## src/hw/rtl/b64dec_pkg.sv

```systemverilog
`timescale 1ns / 1ps
// ----------------------------------------------------------------------------
// Base64 decoder package
// Shared types, constants and the alphabet lookup of the Base64 decoder.
// ----------------------------------------------------------------------------
package b64dec_pkg;

    // Character codes with a meaning of their own.
    localparam logic [7:0] PAD_CHAR = 8'h3D;

    // Output buffer geometry.
    localparam int          FIFO_DEPTH = 8;
    localparam int          PTR_W      = $clog2(FIFO_DEPTH);
    localparam int          CNT_W      = $clog2(FIFO_DEPTH + 1);
    // The most bytes one item can cause.
    localparam int          MAX_PUSH   = 3;
    // Highest buffer fill, after the held item's bytes, that still admits an item.
    localparam int          READY_LIMIT = FIFO_DEPTH - MAX_PUSH;

    // One decoded character: valid flag and its 6-bit value.
    typedef struct packed {
        logic       vld;
        logic [5:0] val;
    } t_sextet;

    // One buffered result item.
    typedef struct packed {
        logic [7:0] data;
        logic       last;
    } t_entry;

    // Map a raw byte through the standard alphabet (A-Z a-z 0-9 + /).
    function automatic t_sextet sextet_of(input logic [7:0] c);
        t_sextet r;
        r.vld = 1'b1;
        r.val = 6'd0;
        if (c >= 8'h41 && c <= 8'h5A) begin
            r.val = 6'(c - 8'h41);
        end else if (c >= 8'h61 && c <= 8'h7A) begin
            r.val = 6'(c - 8'h61 + 8'd26);
        end else if (c >= 8'h30 && c <= 8'h39) begin
            r.val = 6'(c - 8'h30 + 8'd52);
        end else if (c == 8'h2B) begin
            r.val = 6'd62;
        end else if (c == 8'h2F) begin
            r.val = 6'd63;
        end else begin
            r.vld = 1'b0;
        end
        return r;
    endfunction

endpackage

```

## src/hw/rtl/base64_decoder.sv

```systemverilog
`timescale 1ns / 1ps
// ----------------------------------------------------------------------------
// Base64 decoder
// Streaming decoder: one character per item in, decoded bytes out.
// ----------------------------------------------------------------------------
//  Channel   Direction  Payload
//  s_axis    in         tdata = in_char[7:0], tlast = end_of_input
//  m_axis    out        tdata = out_byte[7:0], tlast = run_last
//
//  One character is taken per cycle while s_axis_tready is high. Its bytes
//  are written to the 8-entry output buffer at the edge after acceptance;
//  they then leave one per cycle while m_axis_tready is high.
//  s_axis_tready falls only while the buffer could not take three more bytes
//  (the most one item causes); a stalled m_axis side fills it.
//  i_rst_n is synchronous, active low, and clears the group and the buffer.
// ----------------------------------------------------------------------------
module base64_decoder
    import b64dec_pkg::*;
(
    input  logic       i_clk,
    input  logic       i_rst_n,
    input  logic       s_axis_tvalid,
    output logic       s_axis_tready,
    input  logic [7:0] s_axis_tdata,   // [7:0] in_char
    input  logic       s_axis_tlast,
    output logic       m_axis_tvalid,
    input  logic       m_axis_tready,
    output logic [7:0] m_axis_tdata,   // [7:0] out_byte
    output logic       m_axis_tlast
);

    // Input register.
    logic             r_stg_vld;
    logic [7:0]       r_char;
    logic             r_last;

    // Group state.
    logic [23:0]      r_grp_bits, n_grp_bits;
    logic [1:0]       r_grp_cnt,  n_grp_cnt;

    // Output buffer.
    t_entry           r_mem [FIFO_DEPTH];
    logic [PTR_W-1:0] r_wr, r_rd;
    logic [CNT_W-1:0] r_cnt;

    logic             s_acc, m_pop;
    t_sextet          dec;
    logic [23:0]      bits_ins, bits_src;
    logic             close;
    logic [1:0]       push_n;
    logic [7:0]       push_byte [MAX_PUSH];
    logic [CNT_W:0]   room_sum;

    assign s_acc = s_axis_tvalid && s_axis_tready;
    assign m_pop = m_axis_tvalid && m_axis_tready;

    // Input register: takes an item whenever one is offered and there is room.
    always_ff @(posedge i_clk) begin
        if (!i_rst_n) begin
            r_stg_vld <= 1'b0;
        end else begin
            r_stg_vld <= s_acc;
        end
        if (s_acc) begin
            r_char <= s_axis_tdata;
            r_last <= s_axis_tlast;
        end
    end

    // Decode the held character, update the group and pick the bytes to emit.
    always_comb begin
        dec        = sextet_of(r_char);
        close      = (r_char == PAD_CHAR) || r_last;
        n_grp_bits = r_grp_bits;
        n_grp_cnt  = r_grp_cnt;
        bits_src   = r_grp_bits;
        push_n     = 2'd0;
        case (r_grp_cnt)
            2'd0:    bits_ins = r_grp_bits | {dec.val, 18'd0};
            2'd1:    bits_ins = r_grp_bits | {6'd0, dec.val, 12'd0};
            2'd2:    bits_ins = r_grp_bits | {12'd0, dec.val, 6'd0};
            default: bits_ins = r_grp_bits | {18'd0, dec.val};
        endcase
        if (r_stg_vld) begin
            if (dec.vld) begin
                if (r_grp_cnt == 2'd3) begin
                    // Full group: three bytes leave, the group empties.
                    bits_src   = bits_ins;
                    push_n     = 2'd3;
                    n_grp_bits = 24'd0;
                    n_grp_cnt  = 2'd0;
                end else begin
                    n_grp_bits = bits_ins;
                    n_grp_cnt  = r_grp_cnt + 2'd1;
                end
            end
            // Pad or end of input flushes a partial group of two or three values; a lone value is dropped.
            if (close) begin
                if (n_grp_cnt >= 2'd2) begin
                    bits_src = n_grp_bits;
                    push_n   = n_grp_cnt - 2'd1;
                end
                n_grp_bits = 24'd0;
                n_grp_cnt  = 2'd0;
            end
        end
        push_byte[0] = bits_src[23:16];
        push_byte[1] = bits_src[15:8];
        push_byte[2] = bits_src[7:0];
    end

    // Group state register.
    always_ff @(posedge i_clk) begin
        if (!i_rst_n) begin
            r_grp_bits <= 24'd0;
            r_grp_cnt  <= 2'd0;
        end else begin
            r_grp_bits <= n_grp_bits;
            r_grp_cnt  <= n_grp_cnt;
        end
    end

    // Output buffer: up to three writes and one read per cycle.
    always_ff @(posedge i_clk) begin
        if (!i_rst_n) begin
            r_wr  <= '0;
            r_rd  <= '0;
            r_cnt <= '0;
        end else begin
            r_wr  <= r_wr + PTR_W'(push_n);
            r_rd  <= r_rd + PTR_W'(m_pop);
            r_cnt <= r_cnt + CNT_W'(push_n) - CNT_W'(m_pop);
        end
        for (int k = 0; k < MAX_PUSH; k++) begin
            if (2'(k) < push_n) begin
                r_mem[r_wr + PTR_W'(k)].data <= push_byte[k];
                r_mem[r_wr + PTR_W'(k)].last <= (2'(k) == push_n - 2'd1);
            end
        end
    end

    // Room for the next item's bytes once the held item has written its own.
    assign room_sum      = (CNT_W + 1)'(r_cnt) + (CNT_W + 1)'(push_n);
    assign s_axis_tready = (room_sum <= (CNT_W + 1)'(READY_LIMIT));

    assign m_axis_tvalid = (r_cnt != '0);
    assign m_axis_tdata  = r_mem[r_rd].data;
    assign m_axis_tlast  = r_mem[r_rd].last;

    // The buffer never holds more than its depth.
    a_cnt_bound: assert property (@(posedge i_clk) disable iff (!i_rst_n)
        r_cnt <= CNT_W'(FIFO_DEPTH))
        else $error("output buffer overflow");

    // A closing character always leaves an empty group behind.
    a_close_clears: assert property (@(posedge i_clk) disable iff (!i_rst_n)
        r_stg_vld && close |=> r_grp_cnt == 2'd0 && r_grp_bits == 24'd0)
        else $error("group not cleared after pad or end of input");

    // Three bytes come only from a group that already held three values.
    a_full_group: assert property (@(posedge i_clk) disable iff (!i_rst_n)
        push_n == 2'd3 |-> r_grp_cnt == 2'd3 && dec.vld)
        else $error("three bytes from an incomplete group");

    // An accepted item never finds the buffer too full for its bytes.
    a_room: assert property (@(posedge i_clk) disable iff (!i_rst_n)
        s_acc |=> (CNT_W + 1)'(r_cnt) + (CNT_W + 1)'(push_n)
                  <= (CNT_W + 1)'(FIFO_DEPTH))
        else $error("accepted item without room for its bytes");

endmodule

```

## config.mk

```make
export PLATFORM = sky130hd
export DESIGN_NAME = base64_decoder
export DESIGN_NICKNAME = d
export VERILOG_FILES = /design/src/hw/rtl/b64dec_pkg.sv /design/src/hw/rtl/base64_decoder.sv
export SDC_FILE = /design/constraint.sdc
export NUM_CORES = 1
export LEC_CHECK = 0
export CAP_MARGIN = 20
export CORE_ASPECT_RATIO = 0.9
export CORE_MARGIN = 1
export CORE_UTILIZATION = 54
export CTS_CLUSTER_SIZE = 30
export DETAILED_ROUTE_END_ITERATION = 8
export DONT_BUFFER_PORTS = 1
export PLACE_DENSITY = 0.79
export SLEW_MARGIN = 20
export SYNTH_ARGS = -nofsm -noshare
export SYNTH_HDL_FRONTEND = slang
export SYNTH_SLANG_ARGS = --single-unit
```

## constraint.sdc

```tcl
create_clock -name i_clk -period 9.5 [get_ports i_clk]
set_input_delay 0.475 -clock i_clk [delete_from_list [all_inputs] [get_ports i_clk]]
set_output_delay 0.475 -clock i_clk [all_outputs]
set_load 0.02 [all_outputs]
```

== Word-level counts from Yosys, hierarchy flattened ==
Memories as Yosys holds them, arrays and structs flattened. A register that Yosys moved wholly into a read port is not among the register bits.
Cells that the tools add are included.

* Bitwise operators: 4
* Add/subtract/negate cells: 15
* Order comparisons: 11
* Shifts and indexed selects: 0
* Equal/unequal tests: 8
* Divide/modulo/power cells: 0
* Mux-type cells: 35
* Reduce and logical (&&, ||, !) cells: 9
* Multipliers: 0

{| class="wikitable"
|+ Operators by type and width
! operator !! count
|-
| $mux 24 || 8
|-
| $pmux 24 s3 || 1
|-
| $mux 6 || 5
|-
| $eq 8x6->1 const B || 3
|-
| $or 24x12->24 || 1
|-
| $or 24x18->24 || 1
|-
| $or 24x24->24 || 1
|-
| $or 24x6->24 || 1
|-
| $mux 2 || 9
|-
| $ge 8x7->1 const B || 2
|-
| $le 8x7->1 const B || 2
|-
| $sub 6x6->6 const B || 2
|-
| $mux 1 || 11
|-
| $ge 8x6->1 const B || 1
|-
| $le 8x6->1 const B || 1
|-
| $add 6x5->6 const B || 1
|-
| $add 6x6->6 const B || 1
|-
| $sub 6x1->6 const B || 1
|-
| $add 4x2->5 || 1
|-
| $le 5x3->1 const B || 1
|-
| $logic_and 1x1->1 || 5
|-
| $add 4x2->4 || 1
|-
| $eq 2x2->1 const B || 2
|-
| $logic_not 2->1 || 2
|-
| other kinds (16) || 18
|}

* Word-level logic and storage cells: 91
* Register bits after elaboration: 46
* Output and inout port bits: 11
* Bits in latches: 0
* Memories: 1
* RAM bits: 72
* Bits in read-only memories: 0

{| class="wikitable"
|+ Memories
! name !! words !! bits a word !! read ports !! clocked after Yosys merged registers in !! wr ports !! line !! source
|-
| r_mem || 8 || 9 || 1 || 1 || 3 || base64_decoder.sv:42 || <nowiki>t_entry r_mem [FIFO_DEPTH];</nowiki>
|}

== Longest topological paths before layout ==
Gate-level depths: netlist of the first run.

* Word-level depth: 15
* Mapped depth: 19
* Depth with buffers taken out: 16

== Worst setup path before layout of the first run ==
OpenSTA, ideal clock, no wires.

* Path kind: register -> register
* From: register r_char[0]
* To: register r_char[0] (enable)
* Required time: 9.162 ns
* Slack: 5.348 ns
* Cell stages (with the launch flop): 19
* Arrival time: 3.815 ns
* Path buffers: 2
* Cell sequence: edfxtp_1 > inv_1 > ha_1 > nor2b_1 > o211a_1 > buf_4 > a311o_1 > buf_4 > a22oi_1 > o21ai_0 > inv_1 > ha_1 > inv_1 > fa_1 > nor2_1 > nor2_1 > o21ai_0 > a21oi_1 > and2_1

* Word-level cells in the longest chain between the ends: 15
* Elaborated cells on any way between the ends: 29

{| class="wikitable"
|+ Ends and longest elaborated chain
! what !! line !! source
|-
| from (decl) || base64_decoder.sv:34 || <nowiki>logic [7:0] r_char;</nowiki>
|-
| from (signal assigned) || base64_decoder.sv:65 || <nowiki>r_char <= s_axis_tdata;</nowiki>
|-
| parallel branches: the longest is 10 deep, another holds $ge 8x6->1 || - ||
|-
| $mux 2 (*) || base64_decoder.sv:98 || <nowiki>if (close) begin</nowiki>
|-
| $mux 2 (*) || base64_decoder.sv:84 || <nowiki>if (r_stg_vld) begin</nowiki>
|-
| $add 4x2->5 (*) || base64_decoder.sv:143 || <nowiki>assign room_sum = (CNT_W + 1)'(r_cnt) + (CNT_W + 1)'(push_n);</nowiki>
|-
| $le 5x3->1 (*) || base64_decoder.sv:144 || <nowiki>assign s_axis_tready = (room_sum <= (CNT_W + 1)'(READY_LIMIT));</nowiki>
|-
| net s_axis_tready || base64_decoder.sv:23 || <nowiki>output logic s_axis_tready,</nowiki>
|-
| $logic_and 1x1->1 (*) || base64_decoder.sv:54 || <nowiki>assign s_acc = s_axis_tvalid && s_axis_tready;</nowiki>
|-
| net s_acc || base64_decoder.sv:46 || <nowiki>logic s_acc, m_pop;</nowiki>
|}

Mark *: on every way through the listed nets, which the timed path passes. The select of a mux whose other input is x is not followed.
A chain may end at the register's enable or synchronous reset.

== Worst setup path in the final report of the first run ==
* From: register r_char[0]
* To: output s_axis_tready

* Word-level cells in the longest chain between the ends: 14
* Elaborated cells on any way between the ends: 28

{| class="wikitable"
|+ Ends and longest elaborated chain
! what !! line
|-
| parallel branches: the longest is 10 deep, another holds $ge 8x6->1 || -
|-
| $mux 2 (*) || base64_decoder.sv:98
|-
| $mux 2 (*) || base64_decoder.sv:84
|-
| $add 4x2->5 (*) || base64_decoder.sv:143
|-
| $le 5x3->1 (*) || base64_decoder.sv:144
|-
| to (decl) || base64_decoder.sv:23
|}

Mark *: on every way between the ends. The select of a mux whose other input is x is not followed.

==> metrics.log, run 1 <==
INFO  metric synth_top_cell_area_share = between 30% and 40%
INFO  metric cts_resized = 0
INFO  metric timing.max_cap.violations = 0
INFO  metric layout_commonest_cell = edfxtp_1
INFO  metric final_tns_setup = 0 ns
INFO  metric synth.lib_cells_used.distinct = 92
INFO  metric root_buffer = clkbuf_16
INFO  metric coreArea = about 0.013 mm^2
INFO  metric final_cell_mix = edfxtp_1, nor2_1, a221oi_1
INFO  metric h-tree-depth = 4
INFO  metric number_of_post_cts_setup_repair_buffers = 0
INFO  metric detailroute.via_count = about 6000
INFO  metric report.final.hold_viol_count = 0
INFO  metric timing.final.setup_violations = 0
INFO  metric wl_met3 = between 2000 and 3000 um
INFO  metric worstSetupEndpointType = output port
INFO  metric worst_path_max_fanout = 26
INFO  metric drc = 0
INFO  metric synth.top_cells.by_area = edfxtp_1, dfxtp_1, mux4_2, a221oi_1, ha_1
INFO  metric placementRows = 40
INFO  metric tritoncts_clock_tree = done
INFO  metric post_cts_hold_buffer_count = 0
INFO  metric cp-start-kind = flop
INFO  metric final-seq-area = 0.00317 mm^2
INFO  metric layout-drive-gt1-share = a little under a fifth
INFO  metric setup.worst_path.class = reg2out
INFO  metric final_net_count = between 700 and 800
INFO  metric postLayoutSetupSlackWorst = 4.38 ns
INFO  metric p_leak = 2.88 nW
INFO  metric drtIter0Drc = 1184
INFO  metric worstPathArrival = 4.64 ns
INFO  metric nFillCells = 1054
INFO  metric timing.rr.start = r_char[0]$_DFFE_PP_
INFO  metric run_status = completed
INFO  metric instances_no_fill = between 800 and 900
INFO  metric max_freq = a little under 0.2 GHz
INFO  metric io-pin-count = 24
INFO  metric whs = ~0.14 ns
INFO  metric final_antenna_net_count = 0
INFO  metric num_cts_buffers = 17
INFO  metric die_h = about 110 um
INFO  metric max_slew_margin = 22.4%
INFO  metric initial_antenna_violation_count = 0
INFO  metric average_cell_area_after_synthesis = 11.0 um^2
INFO  metric synthesis.yosys.warnings = 0
INFO  metric dr.pass1.iters = 6
INFO  metric routed_via_density = roughly 7
INFO  metric die_width = approximately 130 um
INFO  metric final_max_slew_viol_count = 0
INFO  metric gp_congestion = ~1
INFO  metric worst_setup_hold_path_clk_slew = about 0.060 ns
INFO  metric antennaDiodeCount = 0
INFO  metric port_buffers = 0
INFO  metric tightest_hold_check_type = in2reg
INFO  metric transition_time_at_the_pin_with_the_least_slew_margin = between 1 and 1.5 ns
INFO  metric routed_wire_length_per_instance = about 25 um
INFO  metric layout_worst_path_cycle_share = a little over half
INFO  metric grt_setup_unrepaired = no
INFO  metric first_global_vias = around 6000
INFO  metric crit_start = r_char[0]$_DFFE_PP_
INFO  metric crit_required = around 9 ns
INFO  metric tritoncts_num_sinks = 118
INFO  metric skew = slightly below 0.006 ns
INFO  metric post_synth_instance_area = ~0.0075 mm^2
INFO  metric ir_drop = between 0.00015 and 0.0002 V
INFO  metric grt_use_total = about a third
INFO  metric max_layer_used = met4
INFO  metric post_synth_inst_count = between 600 and 700
INFO  metric worst_skew_pair.late_latency = 0.43 ns
INFO  metric place.detailed.instances = 828
INFO  metric synth_top_flop_cell = edfxtp_1
INFO  metric final_cell_area = around 0.0083 mm^2
INFO  metric multi_input_comb_area = roughly 0.004 mm^2
INFO  metric die_footprint = around 0.014 mm^2
INFO  metric area_delta_synth_final = 9.60%
INFO  metric grt_max_degree = 37
INFO  metric initial_core_util = between 50% and 60%
INFO  metric syn-num-nets = 730
INFO  metric routed_wirelength = roughly 22000 um
INFO  metric synth.yosys.seq_area_share = a little over two fifths
INFO  metric final.min_clock_period = 5.12 ns
INFO  metric grt_remaining_overflow = 0
INFO  metric synth_seq_cells = around 120
INFO  metric synthDominantAreaCellType = edfxtp_1
INFO  metric grt_pass1_wl = around 34000 um
INFO  metric async_flop_share = 0%
INFO  metric met2WireLength = between 9000 and 10000 um
INFO  metric hpwl = approximately 15000 um
INFO  metric power.density = 200 mW/mm^2
INFO  metric hold_path_startpoint = s_axis_tdata[0]
INFO  metric synth-edff-count = between 80 and 90
INFO  metric place_ws = between 4 and 5 ns
INFO  metric maximum_buffer_depth_of_the_clock_tree = 2
INFO  metric dpl-instance-area = about 0.0076 mm^2
INFO  metric wl_met1 = just under 9000 um
-- registers in the layout (all words and copies together) (netlist names) --
signal / flops
r_grp_bits: 24
r_stg_vld: 1
r_grp_cnt: 2
r_last: 1
r_rd: 3
r_cnt: 4
r_wr: 3
r_mem: 72
r_char: 8
-- worst max-delay path, cell delays in order, from the launching register on --
cell and delay [ns]:
edfxtp_1 0.47, inv_1 0.15, ha_1 0.29, nor2b_1 0.15
o211a_1 0.35, a311o_1 0.59, a21oi_4 0.78, or2_1 0.33
ha_1 0.32, a21oi_1 0.21, o22ai_1 0.11, a21oi_1 0.45
-- area by class of cell --
| type | instances | area share (%) |
|---|---|---|
| inverters | 32 | 1.46 |
| clock buffers | 17 | 5.15 |
| flip-flops and latches | 118 | 38.4 |
| well taps | 168 | 2.55 |
| clock inverters | 15 | 2.46 |
| repair buffers | 11 | 1.05 |
| multi-input cells | 500 | 48.9 |
-- metal layers --
metal  track usage, %  vias up
li1                 -     2708
met1             44.0     2938
met2             47.6      449
met3             6.99       79
met4             13.4        0
met5                0        -
-- power breakdown --
group	switching [mW]	internal [mW]	total, mW
Sequential	0.0348	0.572	0.606
Combinational	0.212	0.146	0.359
Clock	0.249	0.439	0.688
-- cells by family after synthesis --
family	share of synthesized area, %
and+or+nand+nor	15.7
AOI/OAI and AO/OA	24.6
DFF	42.1
buffers and inverters	4.30
adders and majority gates	5.28
muxes	7.06
xor gates and xnor gates	0.930
-- Yosys cell counts (all sizes together) (6+ instances only) --
master	instances
clkbuf	19
and3	13
nor2	82
edfxtp	81
a21oi	20
o221ai	8
and2	13
o211ai	16
nor3	19
a22oi	17
a221oi	41
o2111ai	8
o221a	8
a221o	10
mux2	10
buf	18
nand2b	6
nand2	37
ha	27
nand3	7
inv	32
mux4	18
nor2b	20
o31ai	6
dfxtp	37
o21ai	25
-- through the flow --
step                util [%]  power [mW]
finish                  61.3        1.65
global route            61.3        1.72
global placement        56.5       0.961
floorplan                  -       0.906
detailed placement      56.5       0.969
CTS                     61.2        1.65
-- final timing paths --
check	cells after the start	to	slack (ns)
hold / removal	0	r_char[0]$_DFFE_PP_	0.14
setup / recovery	11	s_axis_tready	4.38
setup reg to reg	12	r_char[5]$_DFFE_PP_	4.50
hold reg to reg	2	r_grp_bits[8]$_SDFFE_PN0P_	0.48
Power figures use the tool's default switching activity.
==> run 2, diff against run 1 <==
==> constraint.sdc (replaced) <==
create_clock -name i_clk -period 4.75 [get_ports i_clk]
set_input_delay 0.2375 -clock i_clk [delete_from_list [all_inputs] [get_ports i_clk]]
set_output_delay 0.2375 -clock i_clk [all_outputs]
set_load 0.02 [all_outputs]
==> metrics.log, run 2 (synthesis results as in run 1) <==
INFO  metric run_status = completed
INFO  metric timing.final.setup_violations = 0 (unchanged)
INFO  metric coreArea = 0.0135 mm^2 (unchanged)
INFO  metric crit_required = 4.85 ns (-4.18 ns)
INFO  metric antennaDiodeCount = 0 (unchanged)
INFO  metric num_cts_buffers = 17 (unchanged)
INFO  metric ir_drop = 0.000371 V (+130%)
INFO  metric reg.largest.list = r_mem (72), r_grp_bits (24), r_char (8)
INFO  metric die_h = 114 um (unchanged)
INFO  metric routed_via_density = 7.08 (-1.3%)
INFO  metric regMostFlops = r_mem
INFO  metric io-pin-count = 24 (unchanged)
INFO  metric final_cell_mix = edfxtp_1, nor2_1, a221oi_1
INFO  metric maximum_buffer_depth_of_the_clock_tree = 2 (unchanged)
INFO  metric initial_core_util = 55.9% (unchanged)
INFO  metric critical_path.max_stage_delay = 0.53 ns (-0.25 ns)
INFO  metric final_max_slew_viol_count = 0 (unchanged)
INFO  metric final-seq-area = 0.00317 mm^2 (unchanged)
INFO  metric dr.pass1.iters = 6 (unchanged)
INFO  metric worstSetupEndpointType = flop
INFO  metric final_antenna_net_count = 0 (unchanged)
INFO  metric multi_input_comb_area = 0.00403 mm^2 (about the same)
INFO  metric layout_worst_path_cycle_share = between 90% and 100%
INFO  metric tritoncts_clock_tree = done
INFO  metric routed_wirelength = 21000 um (-2.9%)
INFO  metric layout_commonest_cell = edfxtp_1
INFO  metric grt_use_total = 30.3% (-1.3 points)
INFO  metric detailroute.via_count = 6263 (+1.4%)
INFO  metric largest_register_ffs = 72 (unchanged)
INFO  metric grt_max_degree = 37 (unchanged)
INFO  metric worstPathArrival = 4.40 ns (-0.24 ns)
INFO  metric final_cell_area = 0.00844 mm^2 (+2.2%)
INFO  metric final_core_utilization = 62.7% (+1.3 points)
INFO  metric p_leak = 3.00 nW (+4.0%)
INFO  metric final.min_clock_period = roughly 4.3 ns
INFO  metric most_frequent_cell_on_the_critical_path = inv_1
INFO  metric crit_path_top_delay_cell = fa_1
INFO  metric transition_time_at_the_pin_with_the_least_slew_margin = 1.13 ns (-0.0251 ns)
INFO  metric tritoncts_num_sinks = 118 (unchanged)
INFO  metric layout-drive-gt1-share = 20.4% (+1.2 points)
INFO  metric power.density = 388 mW/mm^2 (+93%)
INFO  metric port_buffers = 0 (unchanged)
INFO  metric max_freq = 0.232 GHz
INFO  metric first_global_vias = 5965 (+2.1%)
INFO  metric cpLargestDelayFamily = compound AO/OA/AOI/OAI gates
INFO  metric worst_skew_pair.late_latency = 0.44 ns (about the same)
INFO  metric final_tns_setup = 0 ns (unchanged)
INFO  metric timing.max_cap.violations = 0 (unchanged)
INFO  metric worst_path_max_fanout = 10 (-62%)
INFO  metric drtIter0Drc = 1071 (-9.5%)
INFO  metric placementRows = 40 (unchanged)
INFO  metric initial_antenna_violation_count = 0 (unchanged)
INFO  metric place_ws = 0.341 ns (-4.15 ns)
INFO  metric setup.worst_path.class = reg2reg
INFO  metric h-tree-depth = 4 (unchanged)
INFO  metric root_buffer = clkbuf_16
INFO  metric worst_setup_hold_path_clk_slew = 0.05 ns (about the same)
INFO  metric grt_pass1_wl = 32900 um (-2.8%)
INFO  metric nFillCells = 1049 (-0.47%)
INFO  metric drc = 0 (unchanged)
INFO  metric die_width = 126 um (unchanged)
INFO  metric postLayoutSetupSlackWorst = 0.447 ns (-3.93 ns)
INFO  metric max_slew_margin = 24.1% (+1.7 points)
INFO  metric cp_cell_sequence = inv_1, ha_1, nor2b_1, o211a_1, a311o_1, a22oi_1, o21ai_0, inv_1, ha_1, inv_1, fa_1, nor2_1, nor2_1, o21ai_0, a21oi_1, buf_4, and2_1
INFO  metric final_net_count = 747 (+3.3%)
INFO  metric die_footprint = 0.0144 mm^2 (unchanged)
INFO  metric report.final.hold_viol_count = 0 (unchanged)
INFO  metric cp-start-kind = flop
INFO  metric crit_buf_inv = 4 (+3)
INFO  metric area_delta_synth_final = 12.0%
INFO  metric skew = 0.00913 ns (+0.00317 ns)
INFO  metric dpl-instance-area = 0.00770 mm^2 (+1.2%)
INFO  metric tightest_hold_check_type = in2reg
INFO  metric whs = 0.219 ns (+0.0815 ns)
INFO  metric grt_remaining_overflow = 0 (unchanged)
INFO  metric hpwl = 15300 um (+0.57%)
INFO  metric grt_setup_unrepaired = no
INFO  metric routed_wire_length_per_instance = 23.7 um (-5.5%)
INFO  metric gp_congestion = 1.01 (+3.0%)
-- run 2: changes by cell type in the layout (fill, tap and decap cells not counted), sizes merged --
cell	before	now
buf	11	25
dlygate4sd3	0	10
clkbuf	17	25
bufinv	4	0
clkinv	7	3
clkinvlp	2	0
inv	34	36
-- run 2: cell type report --
| class | count | share of cell area, % |
|---|---|---|
| clock buffers | 25 | 6.67 |
| clock inverters | 7 | 0.593 |
| inverters | 32 | 1.42 |
| multi-input cells | 500 | 47.8 |
| flip-flops and latches | 118 | 37.6 |
| well taps | 168 | 2.49 |
| repair buffers | 35 | 3.38 |
-- run 2: stage by stage --
stage	std cells	power, mW
after floorplan	687	1.81
after global placement	840	1.94
after detailed placement	840	1.97
after CTS	883	3.27
after global routing	885	3.38
final	885	3.27
-- run 2: tightest hold or removal path: stages --
cell and delay, ns:
and2_1 0.15, ha_1 0.13, and2_1 0.11
-- run 2: where the power goes --
group	total (mW)	internal [mW]	leakage, nW	switching, mW
clock	1.30	0.824	0.310	0.475
combinational	0.759	0.314	1.65	0.445
sequential	1.21	1.14	1.04	0.0681
total	3.27	2.28	3.00	0.988
-- run 2: timing repair --
item / 4_1_cts / 5_1_grt
hold buffers: 11 / 0
setup buffers: 0 / 2
gates resized for setup: 0 / 0
endpoints found under the hold margin: 46 / 0
setup endpoints to repair: 0 / 10
-- run 2: final timing paths --
kind	cells after the start	slack (ns)	to	start
worst min register to register	2	0.48	r_grp_bits[20]$_SDFFE_PN0P_	r_grp_bits[20]$_SDFFE_PN0P_
worst max-delay path	17	0.45	r_char[0]$_DFFE_PP_	r_char[0]$_DFFE_PP_
worst min-delay path	3	0.22	r_rd[0]$_SDFF_PN0_	m_axis_tready
worst max register to register	17	0.45	r_char[0]$_DFFE_PP_	r_char[0]$_DFFE_PP_
-- run 2: per-layer routing --
layer | part of all wire (%) | vias up | global-route usage [%]
li1 | - | 2764 | -
met1 | 43 | 3065 | 41.4
met2 | 46 | 379 | 47.9
met3 | 8.4 | 55 | 6.00
met4 | 2.2 | 0 | 11.3
met5 | 0 | - | 0
